**config.mk**
```make
export PLATFORM = sky130hd
export DESIGN_NAME = touch_frame_point_decoder_top_flat
export DESIGN_NICKNAME = d
export VERILOG_FILES = /design/src/hw/rtl/tfpd_pkg.sv /design/src/hw/rtl/tfpd_in_if.sv /design/src/hw/rtl/tfpd_out_if.sv /design/src/hw/rtl/tfpd_cfg_if.sv /design/src/hw/rtl/tfpd_front.sv /design/src/hw/rtl/tfpd_queue.sv /design/src/hw/rtl/tfpd_back.sv /design/src/hw/rtl/touch_frame_point_decoder_top.sv /design/src/flat_wrapper.sv
export SDC_FILE = /design/constraint.sdc
export NUM_CORES = 1
export LEC_CHECK = 0
export ABC_CLOCK_PERIOD_IN_PS = 9050
export BUFFER_PORTS_ARGS = -buffer_cell sky130_fd_sc_hd__buf_4
export CAP_MARGIN = 40
export CELL_PAD_IN_SITES_DETAIL_PLACEMENT = 1
export CELL_PAD_IN_SITES_GLOBAL_PLACEMENT = 1
export CORE_ASPECT_RATIO = 0.7
export CORE_UTILIZATION = 46
export CTS_CLUSTER_SIZE = 10
export DETAILED_ROUTE_END_ITERATION = 6
export PLACE_DENSITY_LB_ADDON = 0.08
export SLEW_MARGIN = 10
export SYNTH_ARGS = -nofsm -noshare
export SYNTH_HDL_FRONTEND = slang
export SYNTH_SLANG_ARGS = --single-unit
```
**constraint.sdc**
```tcl
create_clock -name clk -period 9.05 [get_ports clk]
set_input_delay 1.3575 -clock clk [delete_from_list [all_inputs] [get_ports clk]]
set_output_delay 1.3575 -clock clk [all_outputs]
set_load 0.02 [all_outputs]
```
**src/hw/rtl/tfpd_pkg.sv**
```systemverilog
package tfpd_pkg;

  // defaults for the top-level parameters
  localparam int FRAME_BYTES_DEF      = 15;
  localparam int POINTS_PER_FRAME_DEF = 2;

  // frame layout
  localparam int STORE_BYTES    = 12;
  localparam int COUNT_BYTE     = 5;
  localparam int ACK_BYTE       = 6;
  localparam int PT0_BASE       = 0;
  localparam int PT1_BASE       = 7;
  localparam int MAX_POINTS     = 2;

  localparam logic [3:0] POS_IDLE      = 4'hf;
  localparam logic [7:0] ACK_VALUE     = 8'hab;
  localparam logic [6:0] COUNT_MASK    = 7'h7f;
  localparam logic [3:0] EVENT_CONTACT = 4'h6;
  localparam logic [3:0] NIBBLE_MASK   = 4'hf;

  // frame status codes
  localparam logic [1:0] STATUS_OK        = 2'd0;
  localparam logic [1:0] STATUS_BAD_ACK   = 2'd1;
  localparam logic [1:0] STATUS_TOO_MANY  = 2'd2;

  // configuration register indexes
  localparam logic [1:0] REG_PANEL_WIDTH    = 2'd0;
  localparam logic [1:0] REG_PANEL_HEIGHT   = 2'd1;
  localparam logic [1:0] REG_MAX_POINTS_OUT = 2'd2;

  localparam logic [11:0] PANEL_WIDTH_RST    = 12'd466;
  localparam logic [11:0] PANEL_HEIGHT_RST   = 12'd466;
  localparam logic [1:0]  MAX_POINTS_OUT_RST = 2'd2;

  localparam int QUEUE_DEPTH = 2;

  typedef struct packed {
    logic [7:0] ev_byte;
    logic [7:0] x_hi;
    logic [7:0] y_hi;
    logic [7:0] xy_lo;
  } point_raw_t;

  typedef struct packed {
    logic [1:0]                  status;
    logic [1:0]                  npts;
    point_raw_t [MAX_POINTS-1:0] pts;
  } job_t;

  typedef struct packed {
    logic [11:0] panel_width;
    logic [11:0] panel_height;
    logic [1:0]  max_points_out;
  } panel_cfg_t;

  typedef struct packed {
    logic [11:0] touch_x;
    logic [11:0] touch_y;
    logic        point_valid;
    logic [1:0]  frame_status;
    logic [1:0]  event_drops;
    logic [1:0]  out_of_range_points;
    logic        contact_active;
    logic        last_of_frame;
  } result_t;

endpackage

```
**src/hw/rtl/tfpd_in_if.sv**
```systemverilog
interface tfpd_in_if;
  logic       valid;
  logic       ready;
  logic [7:0] frame_byte;
  logic       frame_start;

  modport source (output valid, output frame_byte, output frame_start, input ready);
  modport sink (input valid, input frame_byte, input frame_start, output ready);
endinterface

```
**src/hw/rtl/tfpd_out_if.sv**
```systemverilog
interface tfpd_out_if;
  logic        valid;
  logic        ready;
  logic [11:0] touch_x;
  logic [11:0] touch_y;
  logic        point_valid;
  logic [1:0]  frame_status;
  logic [1:0]  event_drops;
  logic [1:0]  out_of_range_points;
  logic        contact_active;
  logic        last_of_frame;

  modport source (output valid, output touch_x, output touch_y, output point_valid,
                  output frame_status, output event_drops,
                  output out_of_range_points, output contact_active,
                  output last_of_frame, input ready);
  modport sink (input valid, input touch_x, input touch_y, input point_valid,
                input frame_status, input event_drops,
                input out_of_range_points, input contact_active,
                input last_of_frame, output ready);
endinterface

```
**src/hw/rtl/tfpd_cfg_if.sv**
```systemverilog
interface tfpd_cfg_if;
  logic        valid;
  logic        ready;
  logic [1:0]  reg_index;
  logic [11:0] wr_data;

  modport source (output valid, output reg_index, output wr_data, input ready);
  modport sink (input valid, input reg_index, input wr_data, output ready);
endinterface

```
**src/hw/rtl/tfpd_front.sv**
```systemverilog
module tfpd_front #(
  parameter int FRAME_BYTES      = tfpd_pkg::FRAME_BYTES_DEF,
  parameter int POINTS_PER_FRAME = tfpd_pkg::POINTS_PER_FRAME_DEF
) (
  input  logic           clk,
  input  logic           rst,
  tfpd_in_if.sink        frame_in,
  output tfpd_pkg::job_t job,
  output logic           job_valid,
  input  logic           job_ready
);
  import tfpd_pkg::*;

  localparam logic [3:0] LAST_POS  = 4'(FRAME_BYTES - 1);
  localparam logic [3:0] FRAME_LEN = 4'(FRAME_BYTES);
  localparam logic [3:0] STORE_LEN = 4'(STORE_BYTES);

  logic [3:0] pos;
  logic [3:0] pos_next;
  logic [3:0] cur_pos;
  logic       take;
  logic       in_frame;
  logic       at_last;
  logic [7:0] store [STORE_BYTES];
  logic [7:0] view  [STORE_BYTES];

  assign frame_in.ready = job_ready;
  assign take     = frame_in.valid && frame_in.ready;
  assign cur_pos  = frame_in.frame_start ? 4'd0 : pos;
  assign in_frame = cur_pos < FRAME_LEN;
  assign at_last  = in_frame && (cur_pos == LAST_POS);
  assign job_valid = take && at_last;

  always_comb begin
    pos_next = pos;
    if (take && in_frame) begin
      pos_next = at_last ? POS_IDLE : cur_pos + 4'd1;
    end
  end

  always_ff @(posedge clk) begin
    if (rst) begin
      pos <= 4'd0;
    end else begin
      pos <= pos_next;
    end
  end

  always_ff @(posedge clk) begin
    if (take && in_frame && (cur_pos < STORE_LEN)) begin
      store[cur_pos] <= frame_in.frame_byte;
    end
  end

  // the final byte may itself be a stored byte on short frames
  always_comb begin
    for (int k = 0; k < STORE_BYTES; k++) begin
      view[k] = (take && cur_pos == 4'(k)) ? frame_in.frame_byte : store[k];
    end
  end

  always_comb begin
    job = '0;
    if (view[ACK_BYTE] != ACK_VALUE) begin
      job.status = STATUS_BAD_ACK;
    end else if ((view[COUNT_BYTE][6:0] & COUNT_MASK) > 7'(POINTS_PER_FRAME)) begin
      job.status = STATUS_TOO_MANY;
    end else begin
      job.status = STATUS_OK;
    end
    job.npts   = view[COUNT_BYTE][1:0];
    job.pts[0] = '{view[PT0_BASE], view[PT0_BASE+1], view[PT0_BASE+2], view[PT0_BASE+3]};
    job.pts[1] = '{view[PT1_BASE], view[PT1_BASE+1], view[PT1_BASE+2], view[PT1_BASE+3]};
  end

endmodule

```
**src/hw/rtl/tfpd_queue.sv**
```systemverilog
module tfpd_queue (
  input  logic           clk,
  input  logic           rst,
  input  tfpd_pkg::job_t push_data,
  input  logic           push_valid,
  output logic           push_ready,
  output tfpd_pkg::job_t pop_data,
  output logic           pop_valid,
  input  logic           pop_ready
);
  import tfpd_pkg::*;

  localparam int PTR_W = $clog2(QUEUE_DEPTH);
  localparam int CNT_W = $clog2(QUEUE_DEPTH + 1);

  job_t             entries [QUEUE_DEPTH];
  logic [PTR_W-1:0] wr_ptr;
  logic [PTR_W-1:0] rd_ptr;
  logic [CNT_W-1:0] count;
  logic             do_push;
  logic             do_pop;

  assign push_ready = count != CNT_W'(QUEUE_DEPTH);
  assign pop_valid  = count != '0;
  assign pop_data   = entries[rd_ptr];
  assign do_push    = push_valid && push_ready;
  assign do_pop     = pop_valid && pop_ready;

  always_ff @(posedge clk) begin
    if (rst) begin
      wr_ptr <= '0;
      rd_ptr <= '0;
      count  <= '0;
    end else begin
      if (do_push) begin
        wr_ptr <= (wr_ptr == PTR_W'(QUEUE_DEPTH - 1)) ? '0 : wr_ptr + 1'b1;
      end
      if (do_pop) begin
        rd_ptr <= (rd_ptr == PTR_W'(QUEUE_DEPTH - 1)) ? '0 : rd_ptr + 1'b1;
      end
      if (do_push && !do_pop) begin
        count <= count + 1'b1;
      end else if (do_pop && !do_push) begin
        count <= count - 1'b1;
      end
    end
  end

  always_ff @(posedge clk) begin
    if (do_push) begin
      entries[wr_ptr] <= push_data;
    end
  end

endmodule

```
**src/hw/rtl/tfpd_back.sv**
```systemverilog
module tfpd_back #(
  parameter int POINTS_PER_FRAME = tfpd_pkg::POINTS_PER_FRAME_DEF
) (
  input  logic                 clk,
  input  logic                 rst,
  input  tfpd_pkg::panel_cfg_t cfg,
  input  tfpd_pkg::job_t       job,
  input  logic                 job_valid,
  output logic                 job_ready,
  tfpd_out_if.source           point_out
);
  import tfpd_pkg::*;

  localparam logic [1:0] PPF = 2'(POINTS_PER_FRAME);

  logic [11:0] px       [MAX_POINTS];
  logic [11:0] py       [MAX_POINTS];
  logic [11:0] mx       [MAX_POINTS];
  logic [11:0] my       [MAX_POINTS];
  logic        ev_ok    [MAX_POINTS];
  logic        in_panel [MAX_POINTS];
  logic [1:0]  limit;
  logic        exam0, exam1, keep0, keep1;
  logic [1:0]  rej, oor;
  result_t     first_r, second_r;
  result_t     out_q, second_q;
  logic        out_valid;
  logic        second_pending;
  logic        slot_free;

  // per-point unpack, range check and mirror
  always_comb begin
    for (int i = 0; i < MAX_POINTS; i++) begin
      px[i]       = {job.pts[i].x_hi, job.pts[i].xy_lo[7:4]};
      py[i]       = {job.pts[i].y_hi, job.pts[i].xy_lo[3:0]};
      ev_ok[i]    = (job.pts[i].ev_byte[3:0] & NIBBLE_MASK) == EVENT_CONTACT;
      in_panel[i] = (px[i] < cfg.panel_width) && (py[i] < cfg.panel_height);
      mx[i]       = cfg.panel_width - 12'd1 - px[i];
      my[i]       = cfg.panel_height - 12'd1 - py[i];
    end
  end

  always_comb begin
    limit = (cfg.max_points_out > PPF) ? PPF : cfg.max_points_out;
    exam0 = (job.npts >= 2'd1) && (limit != 2'd0);
    keep0 = exam0 && ev_ok[0] && in_panel[0];
    exam1 = (job.npts >= 2'd2) && ((keep0 ? 2'd1 : 2'd0) < limit);
    keep1 = exam1 && ev_ok[1] && in_panel[1];
    rej   = 2'(exam0 && !ev_ok[0]) + 2'(exam1 && !ev_ok[1]);
    oor   = 2'(exam0 && ev_ok[0] && !in_panel[0]) + 2'(exam1 && ev_ok[1] && !in_panel[1]);

    first_r  = '0;
    second_r = '0;
    first_r.frame_status  = job.status;
    first_r.last_of_frame = 1'b1;
    if (job.status == STATUS_OK) begin
      first_r.event_drops         = rej;
      first_r.out_of_range_points = oor;
      if (keep0 || keep1) begin
        first_r.point_valid    = 1'b1;
        first_r.contact_active = 1'b1;
        first_r.touch_x        = keep0 ? mx[0] : mx[1];
        first_r.touch_y        = keep0 ? my[0] : my[1];
        first_r.last_of_frame  = !(keep0 && keep1);
      end
    end
    second_r.touch_x             = mx[1];
    second_r.touch_y             = my[1];
    second_r.point_valid         = 1'b1;
    second_r.frame_status        = STATUS_OK;
    second_r.event_drops         = rej;
    second_r.out_of_range_points = oor;
    second_r.contact_active      = 1'b1;
    second_r.last_of_frame       = 1'b1;
  end

  assign slot_free = !out_valid || point_out.ready;
  assign job_ready = slot_free && !second_pending;

  always_ff @(posedge clk) begin
    if (rst) begin
      out_valid      <= 1'b0;
      second_pending <= 1'b0;
    end else if (slot_free) begin
      if (second_pending) begin
        out_valid      <= 1'b1;
        second_pending <= 1'b0;
      end else if (job_valid) begin
        out_valid      <= 1'b1;
        second_pending <= (job.status == STATUS_OK) && keep0 && keep1;
      end else begin
        out_valid <= 1'b0;
      end
    end
  end

  always_ff @(posedge clk) begin
    if (slot_free) begin
      if (second_pending) begin
        out_q <= second_q;
      end else if (job_valid) begin
        out_q    <= first_r;
        second_q <= second_r;
      end
    end
  end

  assign point_out.valid               = out_valid;
  assign point_out.touch_x             = out_q.touch_x;
  assign point_out.touch_y             = out_q.touch_y;
  assign point_out.point_valid         = out_q.point_valid;
  assign point_out.frame_status        = out_q.frame_status;
  assign point_out.event_drops         = out_q.event_drops;
  assign point_out.out_of_range_points = out_q.out_of_range_points;
  assign point_out.contact_active      = out_q.contact_active;
  assign point_out.last_of_frame       = out_q.last_of_frame;

endmodule

```
**src/hw/rtl/touch_frame_point_decoder_top.sv**
```systemverilog
// touch report frame decoder: takes one report byte per cycle on frame_in, a byte with
// frame_start high begins a new frame, and at the last byte of the frame (FRAME_BYTES-1)
// the frame is checked and decoded. the result channel gives one beat per kept point,
// x and y mirrored against the panel size, or a single status beat when nothing is
// kept; the last beat of a frame has last_of_frame set. bytes after the last one are
// dropped until the next frame_start. frame_in takes a byte every cycle while the
// two-entry frame queue has room; the first result beat of a frame passes through the
// frame queue and the output register, and the output stage delivers one beat per cycle
// while point_out is ready, so a frame yields at most two output beats. configuration
// writes are always accepted and should only be made while no frame is in flight.
module touch_frame_point_decoder_top #(
  parameter int FRAME_BYTES      = tfpd_pkg::FRAME_BYTES_DEF,
  parameter int POINTS_PER_FRAME = tfpd_pkg::POINTS_PER_FRAME_DEF
) (
  input logic        clk,
  input logic        rst,
  tfpd_in_if.sink    frame_in,
  tfpd_out_if.source point_out,
  tfpd_cfg_if.sink   cfg
);
  import tfpd_pkg::*;

  panel_cfg_t panel_cfg;
  job_t       front_job;
  logic       front_valid;
  logic       front_ready;
  job_t       back_job;
  logic       back_valid;
  logic       back_ready;

  // configuration registers, always ready for a write
  assign cfg.ready = 1'b1;

  always_ff @(posedge clk) begin
    if (rst) begin
      panel_cfg.panel_width    <= PANEL_WIDTH_RST;
      panel_cfg.panel_height   <= PANEL_HEIGHT_RST;
      panel_cfg.max_points_out <= MAX_POINTS_OUT_RST;
    end else if (cfg.valid && cfg.ready) begin
      case (cfg.reg_index)
        REG_PANEL_WIDTH:    panel_cfg.panel_width    <= cfg.wr_data;
        REG_PANEL_HEIGHT:   panel_cfg.panel_height   <= cfg.wr_data;
        REG_MAX_POINTS_OUT: panel_cfg.max_points_out <= cfg.wr_data[1:0];
        default: ;
      endcase
    end
  end

  // front: byte position, frame store, frame-level checks
  tfpd_front #(
    .FRAME_BYTES      (FRAME_BYTES),
    .POINTS_PER_FRAME (POINTS_PER_FRAME)
  ) u_front (
    .clk       (clk),
    .rst       (rst),
    .frame_in  (frame_in),
    .job       (front_job),
    .job_valid (front_valid),
    .job_ready (front_ready)
  );

  // short queue of decoded frames between front and back
  tfpd_queue u_queue (
    .clk        (clk),
    .rst        (rst),
    .push_data  (front_job),
    .push_valid (front_valid),
    .push_ready (front_ready),
    .pop_data   (back_job),
    .pop_valid  (back_valid),
    .pop_ready  (back_ready)
  );

  // back: point checks, mirroring and result sequencing
  tfpd_back #(
    .POINTS_PER_FRAME (POINTS_PER_FRAME)
  ) u_back (
    .clk       (clk),
    .rst       (rst),
    .cfg       (panel_cfg),
    .job       (back_job),
    .job_valid (back_valid),
    .job_ready (back_ready),
    .point_out (point_out)
  );

endmodule
```
**src/flat_wrapper.sv**
```systemverilog
// flat-port wrapper written by rule: the top's interface ports become plain ports
module touch_frame_point_decoder_top_flat import tfpd_pkg::*;
#(
  parameter int FRAME_BYTES      = tfpd_pkg::FRAME_BYTES_DEF,
  parameter int POINTS_PER_FRAME = tfpd_pkg::POINTS_PER_FRAME_DEF
)
  (clk, rst, frame_in_valid, frame_in_frame_byte, frame_in_frame_start, frame_in_ready, point_out_valid, point_out_touch_x, point_out_touch_y, point_out_point_valid, point_out_frame_status, point_out_event_drops, point_out_out_of_range_points, point_out_contact_active, point_out_last_of_frame, point_out_ready, cfg_valid, cfg_reg_index, cfg_wr_data, cfg_ready);
  tfpd_in_if frame_in_i ();
  tfpd_out_if point_out_i ();
  tfpd_cfg_if cfg_i ();
  input logic clk;
  input logic rst;
  input wire logic [$bits(frame_in_i.valid)-1:0] frame_in_valid;
  input wire logic [$bits(frame_in_i.frame_byte)-1:0] frame_in_frame_byte;
  input wire logic [$bits(frame_in_i.frame_start)-1:0] frame_in_frame_start;
  output wire logic [$bits(frame_in_i.ready)-1:0] frame_in_ready;
  output wire logic [$bits(point_out_i.valid)-1:0] point_out_valid;
  output wire logic [$bits(point_out_i.touch_x)-1:0] point_out_touch_x;
  output wire logic [$bits(point_out_i.touch_y)-1:0] point_out_touch_y;
  output wire logic [$bits(point_out_i.point_valid)-1:0] point_out_point_valid;
  output wire logic [$bits(point_out_i.frame_status)-1:0] point_out_frame_status;
  output wire logic [$bits(point_out_i.event_drops)-1:0] point_out_event_drops;
  output wire logic [$bits(point_out_i.out_of_range_points)-1:0] point_out_out_of_range_points;
  output wire logic [$bits(point_out_i.contact_active)-1:0] point_out_contact_active;
  output wire logic [$bits(point_out_i.last_of_frame)-1:0] point_out_last_of_frame;
  input wire logic [$bits(point_out_i.ready)-1:0] point_out_ready;
  input wire logic [$bits(cfg_i.valid)-1:0] cfg_valid;
  input wire logic [$bits(cfg_i.reg_index)-1:0] cfg_reg_index;
  input wire logic [$bits(cfg_i.wr_data)-1:0] cfg_wr_data;
  output wire logic [$bits(cfg_i.ready)-1:0] cfg_ready;
  assign frame_in_i.valid = frame_in_valid;
  assign frame_in_i.frame_byte = frame_in_frame_byte;
  assign frame_in_i.frame_start = frame_in_frame_start;
  assign frame_in_ready = frame_in_i.ready;
  assign point_out_valid = point_out_i.valid;
  assign point_out_touch_x = point_out_i.touch_x;
  assign point_out_touch_y = point_out_i.touch_y;
  assign point_out_point_valid = point_out_i.point_valid;
  assign point_out_frame_status = point_out_i.frame_status;
  assign point_out_event_drops = point_out_i.event_drops;
  assign point_out_out_of_range_points = point_out_i.out_of_range_points;
  assign point_out_contact_active = point_out_i.contact_active;
  assign point_out_last_of_frame = point_out_i.last_of_frame;
  assign point_out_i.ready = point_out_ready;
  assign cfg_i.valid = cfg_valid;
  assign cfg_i.reg_index = cfg_reg_index;
  assign cfg_i.wr_data = cfg_wr_data;
  assign cfg_ready = cfg_i.ready;
  touch_frame_point_decoder_top #(.FRAME_BYTES(FRAME_BYTES), .POINTS_PER_FRAME(POINTS_PER_FRAME)) u_core (.clk(clk), .rst(rst), .frame_in(frame_in_i), .point_out(point_out_i), .cfg(cfg_i));
endmodule
```
==> impl_results.md, run 1 <==
- Outcome: completed
- CTS Buf Count: 35
- Worst EP arrival: between 4000 and 5000 ps
- Yosys reg bits: between 200 and 300
- Tmin final: 4490 ps
- Internal: 2.81 mW
- Post-Synthesis Cells: 1222
- Total chip power: 4.18 mW
- Longest Clk Path Bufs: 3
- Dpl hpwl: 28.1 mm
- Clock group share of total power: 29.7%
- Largest family of logic cells by synthesized area: simple AND/OR/NAND/NOR gates
- Tightest Hold Check Type: reg2reg
- Routed wl met3: 1.45 mm
- Slew Viols, Final: 0
- Top cell by count, worst path: buf_4
- Fillcell total: 3302
- Hold Vio Cnt, Final: 0
- Antenna-violating nets left: 0
- Compound-cell area share of the yosys netlist: 9.47%
- Max Fclk: 223 MHz
- Ratio of cells with drive above 1 in the final layout: roughly 17%
- Sw frac: 32.7%
- Worst setup margin: between 4000 and 5000 ps
- Leakage: 6.44 nW
- IO Port Bufs: 62
- Core outline area: 32300 um2
- GP Congestion: about 0.88
- Synthesized Nets: between 1000 and 1500
- CP startpoint kind: flop
- RSZ-0062 raised after global routing: false
- Worst Max-Slew Pin Slew: 871 ps
- Gr ovfl total: 0
- Buf/Inv on CP: 5
- Required time of the critical path: around 9400 ps
- Ys flop type: edfxtp_1
- Crit-path leading delay family: buffers and inverters
- Power Density: about 250 nW/um2
- Remaining DRCs: 0
- Post-Synth Adder-Cell Area: 8.91%
- Clock Skews: between 20 and 25 ps
- Top cells by area, synth: edfxtp_1, ha_1, dfxtp_1
- Post-CTS Repair Setup Buffers: 0
- Post-CTS sizing: 0
- Final hold slack: 468 ps
- Wire length per cell: 21.9 um
- CP Cell Sequence: buf_4, mux2i_1, inv_1, ha_1, and4_1, a211o_1, a211oi_2, nand4bb_1, buf_4, inv_2, o21ai_2, buf_4, o31ai_2
- Post-synthesis sequential area ratio: 54.9%
- Async SR Flop Fraction: 0%
- Final setup violation count: 0
- Flop pwr share: 40.5%
- CP endpoint kind: flop
- Xor/xnor cell area share of the yosys netlist: 3.29%
- Clock sink count: 288
- Period utilization: 49.6%
- Post-synth top area share: 50.0%
- CP max-delay cell: buf_4
- Pin count of the biggest net entering global routing: between 60 and 70
- Slew Limit Headroom: 41.9%
- Area growth syn-to-layout: 12.9%
- Setup TNS: 0 ps
- Crit path kind: reg2reg
- Site Rows: 55
- Via/cell ratio: 5.56
- Simple-gate share of the synthesized area: 11.0%
- Synth area leader: edfxtp_1
- Vias after detailed routing: 9681
- Final #Nets: 1430
- Worst-Skew Late Latency: 540 ps
- Die area: ~34000 um2
- Die H: 154 um
- Top layer reached by signal wires: met4
- Synth unique cells: 74
- Clk root buf: clkbuf_16
- Yosys warns: 0
- Logic gate share of total power: 29.8%
- Sw Pwr: 1.37 mW
- Clock transition at path regs: 60 ps
- Number of global-route vias before repair: 9860
- Maximum vdd ir drop: 0.175 mV
- H-tree Lvls: 2
- DRT Wirelength: 38.2 mm
- WL met2: between 15 and 20 mm
- Aggregate global-route resource usage: 23.4%
- Ports: between 60 and 70
- Post-synthesis mux area share: 9.00%
- Biggest cell delay along the critical path: 670 ps
- Max Cap Viol: 0
- Top fanout value on the critical path: 46
- Initial core utilization: 46.7%
- Number of synthesized flops with an enable pin: approximately 250
- Most used standard cell by instance count after synthesis: edfxtp_1
- Post-Place Worst Slack: 4540 ps
- M1 wire length: ~21 mm
- CTS tree: done
- Top cell types by occurrence after synthesis: edfxtp_1, ha_1, inv_1, nand2_1, nor2_1
- Initial antenna violation count: 0
- DR iter-0 viols: 530
- Count of hold buffers inserted by post-cts repair: 0
- Die width: ~220 um
- Syn avg cell area: 12.3 um2
- Synthesized area: 15100 um2
- First-pass DRT Iterations: 5
- First-pass GRT wire length: about 59 mm
[tightest hold or removal path, stage by stage, from the launching register on]
cell and delay, ps:
dfxtp_1 310, nand2_1 60, a21oi_1 50
[registers in the layout, indices dropped and copies added (netlist names), named ones only]
name and cells:
u_core.u_back.point_out.out_of_range_points 2, u_core.u_back.point_out.frame_status 2, u_core.u_queue.rd_ptr 1, u_core.u_back.second_pending 1, u_core.u_queue.wr_ptr 1, u_core.u_back.point_out.last_of_frame 1
u_core.u_back.point_out.event_drops 2, u_core.u_front.store 71, u_core.u_queue.entries 120, u_core.u_back.point_out.valid 1, u_core.u_back.point_out.touch_y 12, u_core.u_front.pos 4
u_core.u_queue.count 2, u_core.u_back.point_out.touch_x 12, u_core.u_back.point_out.point_valid 1, u_core.panel_cfg 26, u_core.u_back.second_q 28
[path summary, 6_finish.rpt]
| path | startpoint | end | slack [ps] | cells after the start |
|---|---|---|---|---|
| worst min register to register | u_core.panel_cfg[13] | u_core.panel_cfg[13] | 470 | 2 |
| worst max-delay path | flop | u_core.u_back.point_out.touch_y[6] | 4560 | 13 |
| worst min-delay path | u_core.panel_cfg[13] | u_core.panel_cfg[13] | 470 | 2 |
| worst max register to register | flop | u_core.u_back.point_out.touch_y[6] | 4560 | 13 |
[metal layers]
layer  track usage [%]  vias to the layer above
li1                  -                     4674
met1              37.5                     4789
met2              32.2                      176
met3              3.70                       42
met4              6.06                        0
met5                 0                        -
[metrics by stage]
step	instances	instance area, um2	util (%)
2_1_floorplan	1222	15100	-
3_3_place_gp	1686	16000	49.6
3_5_place_dp	1687	16000	49.7
4_1_cts	1739	17000	52.7
5_1_grt	1739	17000	52.7
6_report	1740	17000	52.8
[layout by cell type (no fill, tap or decap), types with 5 or more instances in the layout]
cell type    n
xnor2_1     44
nand2b_1    14
clkbuf_1    10
ha_1       101
nand3_1     24
nand4_1     13
a31oi_1      5
a21oi_1     60
o21a_1      12
nor3_1      32
or3_1        5
o31ai_2     21
dfxtp_1     35
nor2_1      72
mux2i_1     67
buf_4       71
clkbuf_16   35
inv_1       94
nor2b_1     21
xor2_1       9
o21ai_0     21
a21o_1       9
a211o_1     15
nand2_1     91
nor4_1       5
a211oi_1     6
and3_1      11
o2111ai_1    7
edfxtp_1   251
mux2_2      61
[power by group through the flow]
stage	Sequential [mW]	Clock, mW	Combinational, mW
after floorplan	1.77	0	0.773
after global placement	1.71	0	1.20
after detailed placement	1.72	0	1.24
after CTS	1.69	1.27	1.25
after global routing	1.71	1.31	1.36
final	1.69	1.24	1.24
[kinds of logic (layout without fill, tap and decap cells)]
group                    Yosys count  after routing
AND/OR/NAND/NOR                  325            325
flip-flops                       288            288
AO/OA/AOI/OAI                    191            191
buffers and inverters            129            219
multiplexers                     128            128
adder cells (fa/ha/maj)          105            105
XOR/XNOR                          55             55
other                              1              2
[layout make-up]
cell class	instances	area, um2	share of cell area (%)
Timing Repair Buffer	72	553	3.25
Sequential cell	288	8280	48.6
Clock inverter	7	71.3	0.419
Tap cell	427	534	3.14
Clock buffer	45	913	5.36
Inverter	95	357	2.09
Antenna cell	1	2.50	0.0147
Multi-Input combinational cell	805	6310	37.1
Note: power is estimated with default switching activity, not from simulation.
==> inputs of run 2 (changes only) <==
--- a/config.mk
+++ b/config.mk
@@ -5,13 +5,13 @@
 export SDC_FILE = /design/constraint.sdc
 export NUM_CORES = 1
 export LEC_CHECK = 0
-export ABC_CLOCK_PERIOD_IN_PS = 9050
+export ABC_CLOCK_PERIOD_IN_PS = 4420
 export BUFFER_PORTS_ARGS = -buffer_cell sky130_fd_sc_hd__buf_4
 export CAP_MARGIN = 40
 export CELL_PAD_IN_SITES_DETAIL_PLACEMENT = 1
 export CELL_PAD_IN_SITES_GLOBAL_PLACEMENT = 1
 export CORE_ASPECT_RATIO = 0.7
-export CORE_UTILIZATION = 46
+export CORE_UTILIZATION = 50
 export CTS_CLUSTER_SIZE = 10
 export DETAILED_ROUTE_END_ITERATION = 6
 export PLACE_DENSITY_LB_ADDON = 0.08
==> constraint.sdc (replaced) <==
create_clock -name clk -period 4.42 [get_ports clk]
set_input_delay 0.663 -clock clk [delete_from_list [all_inputs] [get_ports clk]]
set_output_delay 0.663 -clock clk [all_outputs]
set_load 0.02 [all_outputs]
==> impl_results.md, run 2 (same netlist as run 1, synthesis figures left out) <==
- Gr ovfl total: 0 (unchanged)
- Worst-Skew Late Latency: 520 ps (-20 ps)
- Dpl hpwl: 28.2 mm (+0.31%)
- Outcome: completed
- CP Cell Sequence: buf_12, mux2i_1, inv_1, ha_1, nand2_1, a211o_1, a311oi_1, nand4bb_1, buf_4, nor2_1, nor3_1, ha_1, nand2_1, o21ai_0
- CP endpoint kind: flop
- RSZ-0062 raised after global routing: false
- CP startpoint kind: flop
- IO Port Bufs: 62 (unchanged)
- Worst Max-Slew Pin Slew: 827 ps (-44.1 ps)
- Initial core utilization: 51.5% (+4.8 points)
- Remaining DRCs: 0 (unchanged)
- Max Cap Viol: 0 (unchanged)
- Initial antenna violation count: 2 (+2)
- Grt met3 use: 4.23% (+0.53 points)
- Final hold slack: 383 ps (-85.0 ps)
- Clock Skews: 14.9 ps (-6.64 ps)
- Count of hold buffers inserted by post-cts repair: 0 (unchanged)
- Vias after detailed routing: 9806 (+1.3%)
- Longest Clk Path Bufs: 3 (unchanged)
- Antenna-violating nets left: 0 (unchanged)
- Slew Limit Headroom: 44.9% (+2.9 points)
- Wire length per cell: 22.8 um (+4.2%)
- Max Fclk: 253 MHz (+14%)
- Power Density: 503 nW/um2 (+110%)
- Clk root buf: clkbuf_16
- Post-Place Worst Slack: 310 ps (-4230 ps)
- Die width: 210 um (-4.0%)
- Number of global-route vias before repair: 9886 (+0.26%)
- Final setup violation count: 0 (unchanged)
- Crit path kind: reg2reg
- M1 GR Usage: 40.0% (+2.5 points)
- Top Registers: u_core.u_queue.entries x120, u_core.u_front.store x71, u_core.u_back.second_q x28
- Slew Viols, Final: 0 (unchanged)
- Fillcell total: 2982 (-9.7%)
- Period utilization: 89.5% (+40 points)
- Clock transition at path regs: 60 ps (about the same)
- Area growth syn-to-layout: 12.9% (unchanged)
- Met2 global-route usage: 36.8% (+4.6 points)
- Setup TNS: 0 ps (unchanged)
- Die area: 30900 um2 (-7.9%)
- Required time of the critical path: 4660 ps (-4750 ps)
- Aggregate global-route resource usage: 25.5% (+2.1 points)
- Worst EP arrival: 4200 ps (-650 ps)
- Pin count of the biggest net entering global routing: 62 (-1.6%)
- DRT Wirelength: 38.8 mm (+1.6%)
- Final Util: 58.1% (+5.4 points)
- Die H: 147 um (-4.0%)
- Gr busiest metal: met1
- Max FFs per register: 120 (unchanged)
- Ratio of cells with drive above 1 in the final layout: 16.9% (+0.38 points)
- H-tree Lvls: 2 (unchanged)
- FF/Latch Area: 8280 um2 (about the same)
- Hold Vio Cnt, Final: 0 (unchanged)
- Clock sink count: 288 (unchanged)
- Multi-input gate area: 6320 um2 (+0.12%)
- Ant. Diodes: 0 (-1)
- Ports: 64 (unchanged)
- First-pass GRT wire length: 59.1 mm (+0.40%)
- GP Congestion: 0.934 (+6.0%)
- CP max-delay cell: dfxtp_4
- Commonest non-fill, non-tap cells in the layout: edfxtp_1, ha_1, inv_1, nand2_1, buf_4
- Tightest Hold Check Type: in2reg
- DR iter-0 viols: 693 (+31%)
- Most common cell after layout, fill and taps aside: edfxtp_1
- First-pass DRT Iterations: 5 (unchanged)
- Site Rows: 52 (-5.5%)
- Worst setup margin: 463 ps (-4100 ps)
- Most flops, register: u_core.u_queue.entries
- Maximum vdd ir drop: 0.337 mV (+93%)
- Final #Nets: 1436 (+0.42%)
- Core outline area: 29300 um2 (-9.3%)
- CTS Buf Count: 35 (unchanged)
- Leakage: 6.47 nW (+0.48%)
- Tmin final: 3960 ps (-534 ps)
- Top fanout value on the critical path: 23 (-50%)
- CTS tree: done
- Biggest cell delay along the critical path: 620 ps (-50 ps)
- Via/cell ratio: 5.78 (+3.9%)
## run 2: per-layer routing
| layer | part of all wire [%] | routed length (um) | vias to the layer above |
|---|---|---|---|
| li1 | - | - | 4687 |
| met1 | 52 | 20100 | 4854 |
| met2 | 42 | 16200 | 223 |
| met3 | 4.8 | 1850 | 42 |
| met4 | 1.5 | 576 | 0 |
| met5 | 0 | 0 | - |
## run 2: path summary, 6_finish.rpt
kind	from	end	slack (ps)	cells past startpoint
hold / removal	cfg_wr_data[7]	u_core.panel_cfg[21]	380	2
hold reg to reg	u_core.panel_cfg[13]	u_core.panel_cfg[13]	460	2
setup reg to reg	flop	u_core.u_back.point_out.out_of_range_points[0]	460	14
setup / recovery	flop	u_core.u_back.point_out.out_of_range_points[0]	460	14
## run 2: layout make-up
cell class,count,area share (%)
Sequential cell,288,48.7
Multi-Input combinational cell,805,37.1
Clock buffer,48,5.43
Timing Repair Buffer,78,3.65
Tap cell,378,2.78
Clock inverter,4,0.272
Inverter,95,2.09
## run 2: timing repair
action	in CTS	in global routing
buffers inserted	0	0
setup endpoints to repair	0	1
resized for setup	0	1
## run 2: per-stage QoR
| step | instance area (um2) | total power, mW | cells |
|---|---|---|---|
| after detailed placement | 16100 | 6.06 | 1644 |
| after CTS | 17000 | 8.62 | 1696 |
| after floorplan | 15100 | 5.20 | 1222 |
| after global routing | 17000 | 8.94 | 1696 |
| after global placement | 16000 | 5.96 | 1642 |
| final | 17000 | 8.56 | 1696 |
## run 2: power by group
group,internal [mW],switching (mW)
registers,3.34,0.140
clock network,1.46,1.07
logic,0.983,1.57
total,5.78,2.79
## run 2: worst max-delay path: cells and delay by family, from the launching register on
kind / cells / cell delay, ps
mux: 1 / 410
simple gates: 5 / 680
fa+ha+maj: 2 / 600
flops: 1 / 620
buf+inv: 3 / 570
compound gates: 3 / 770
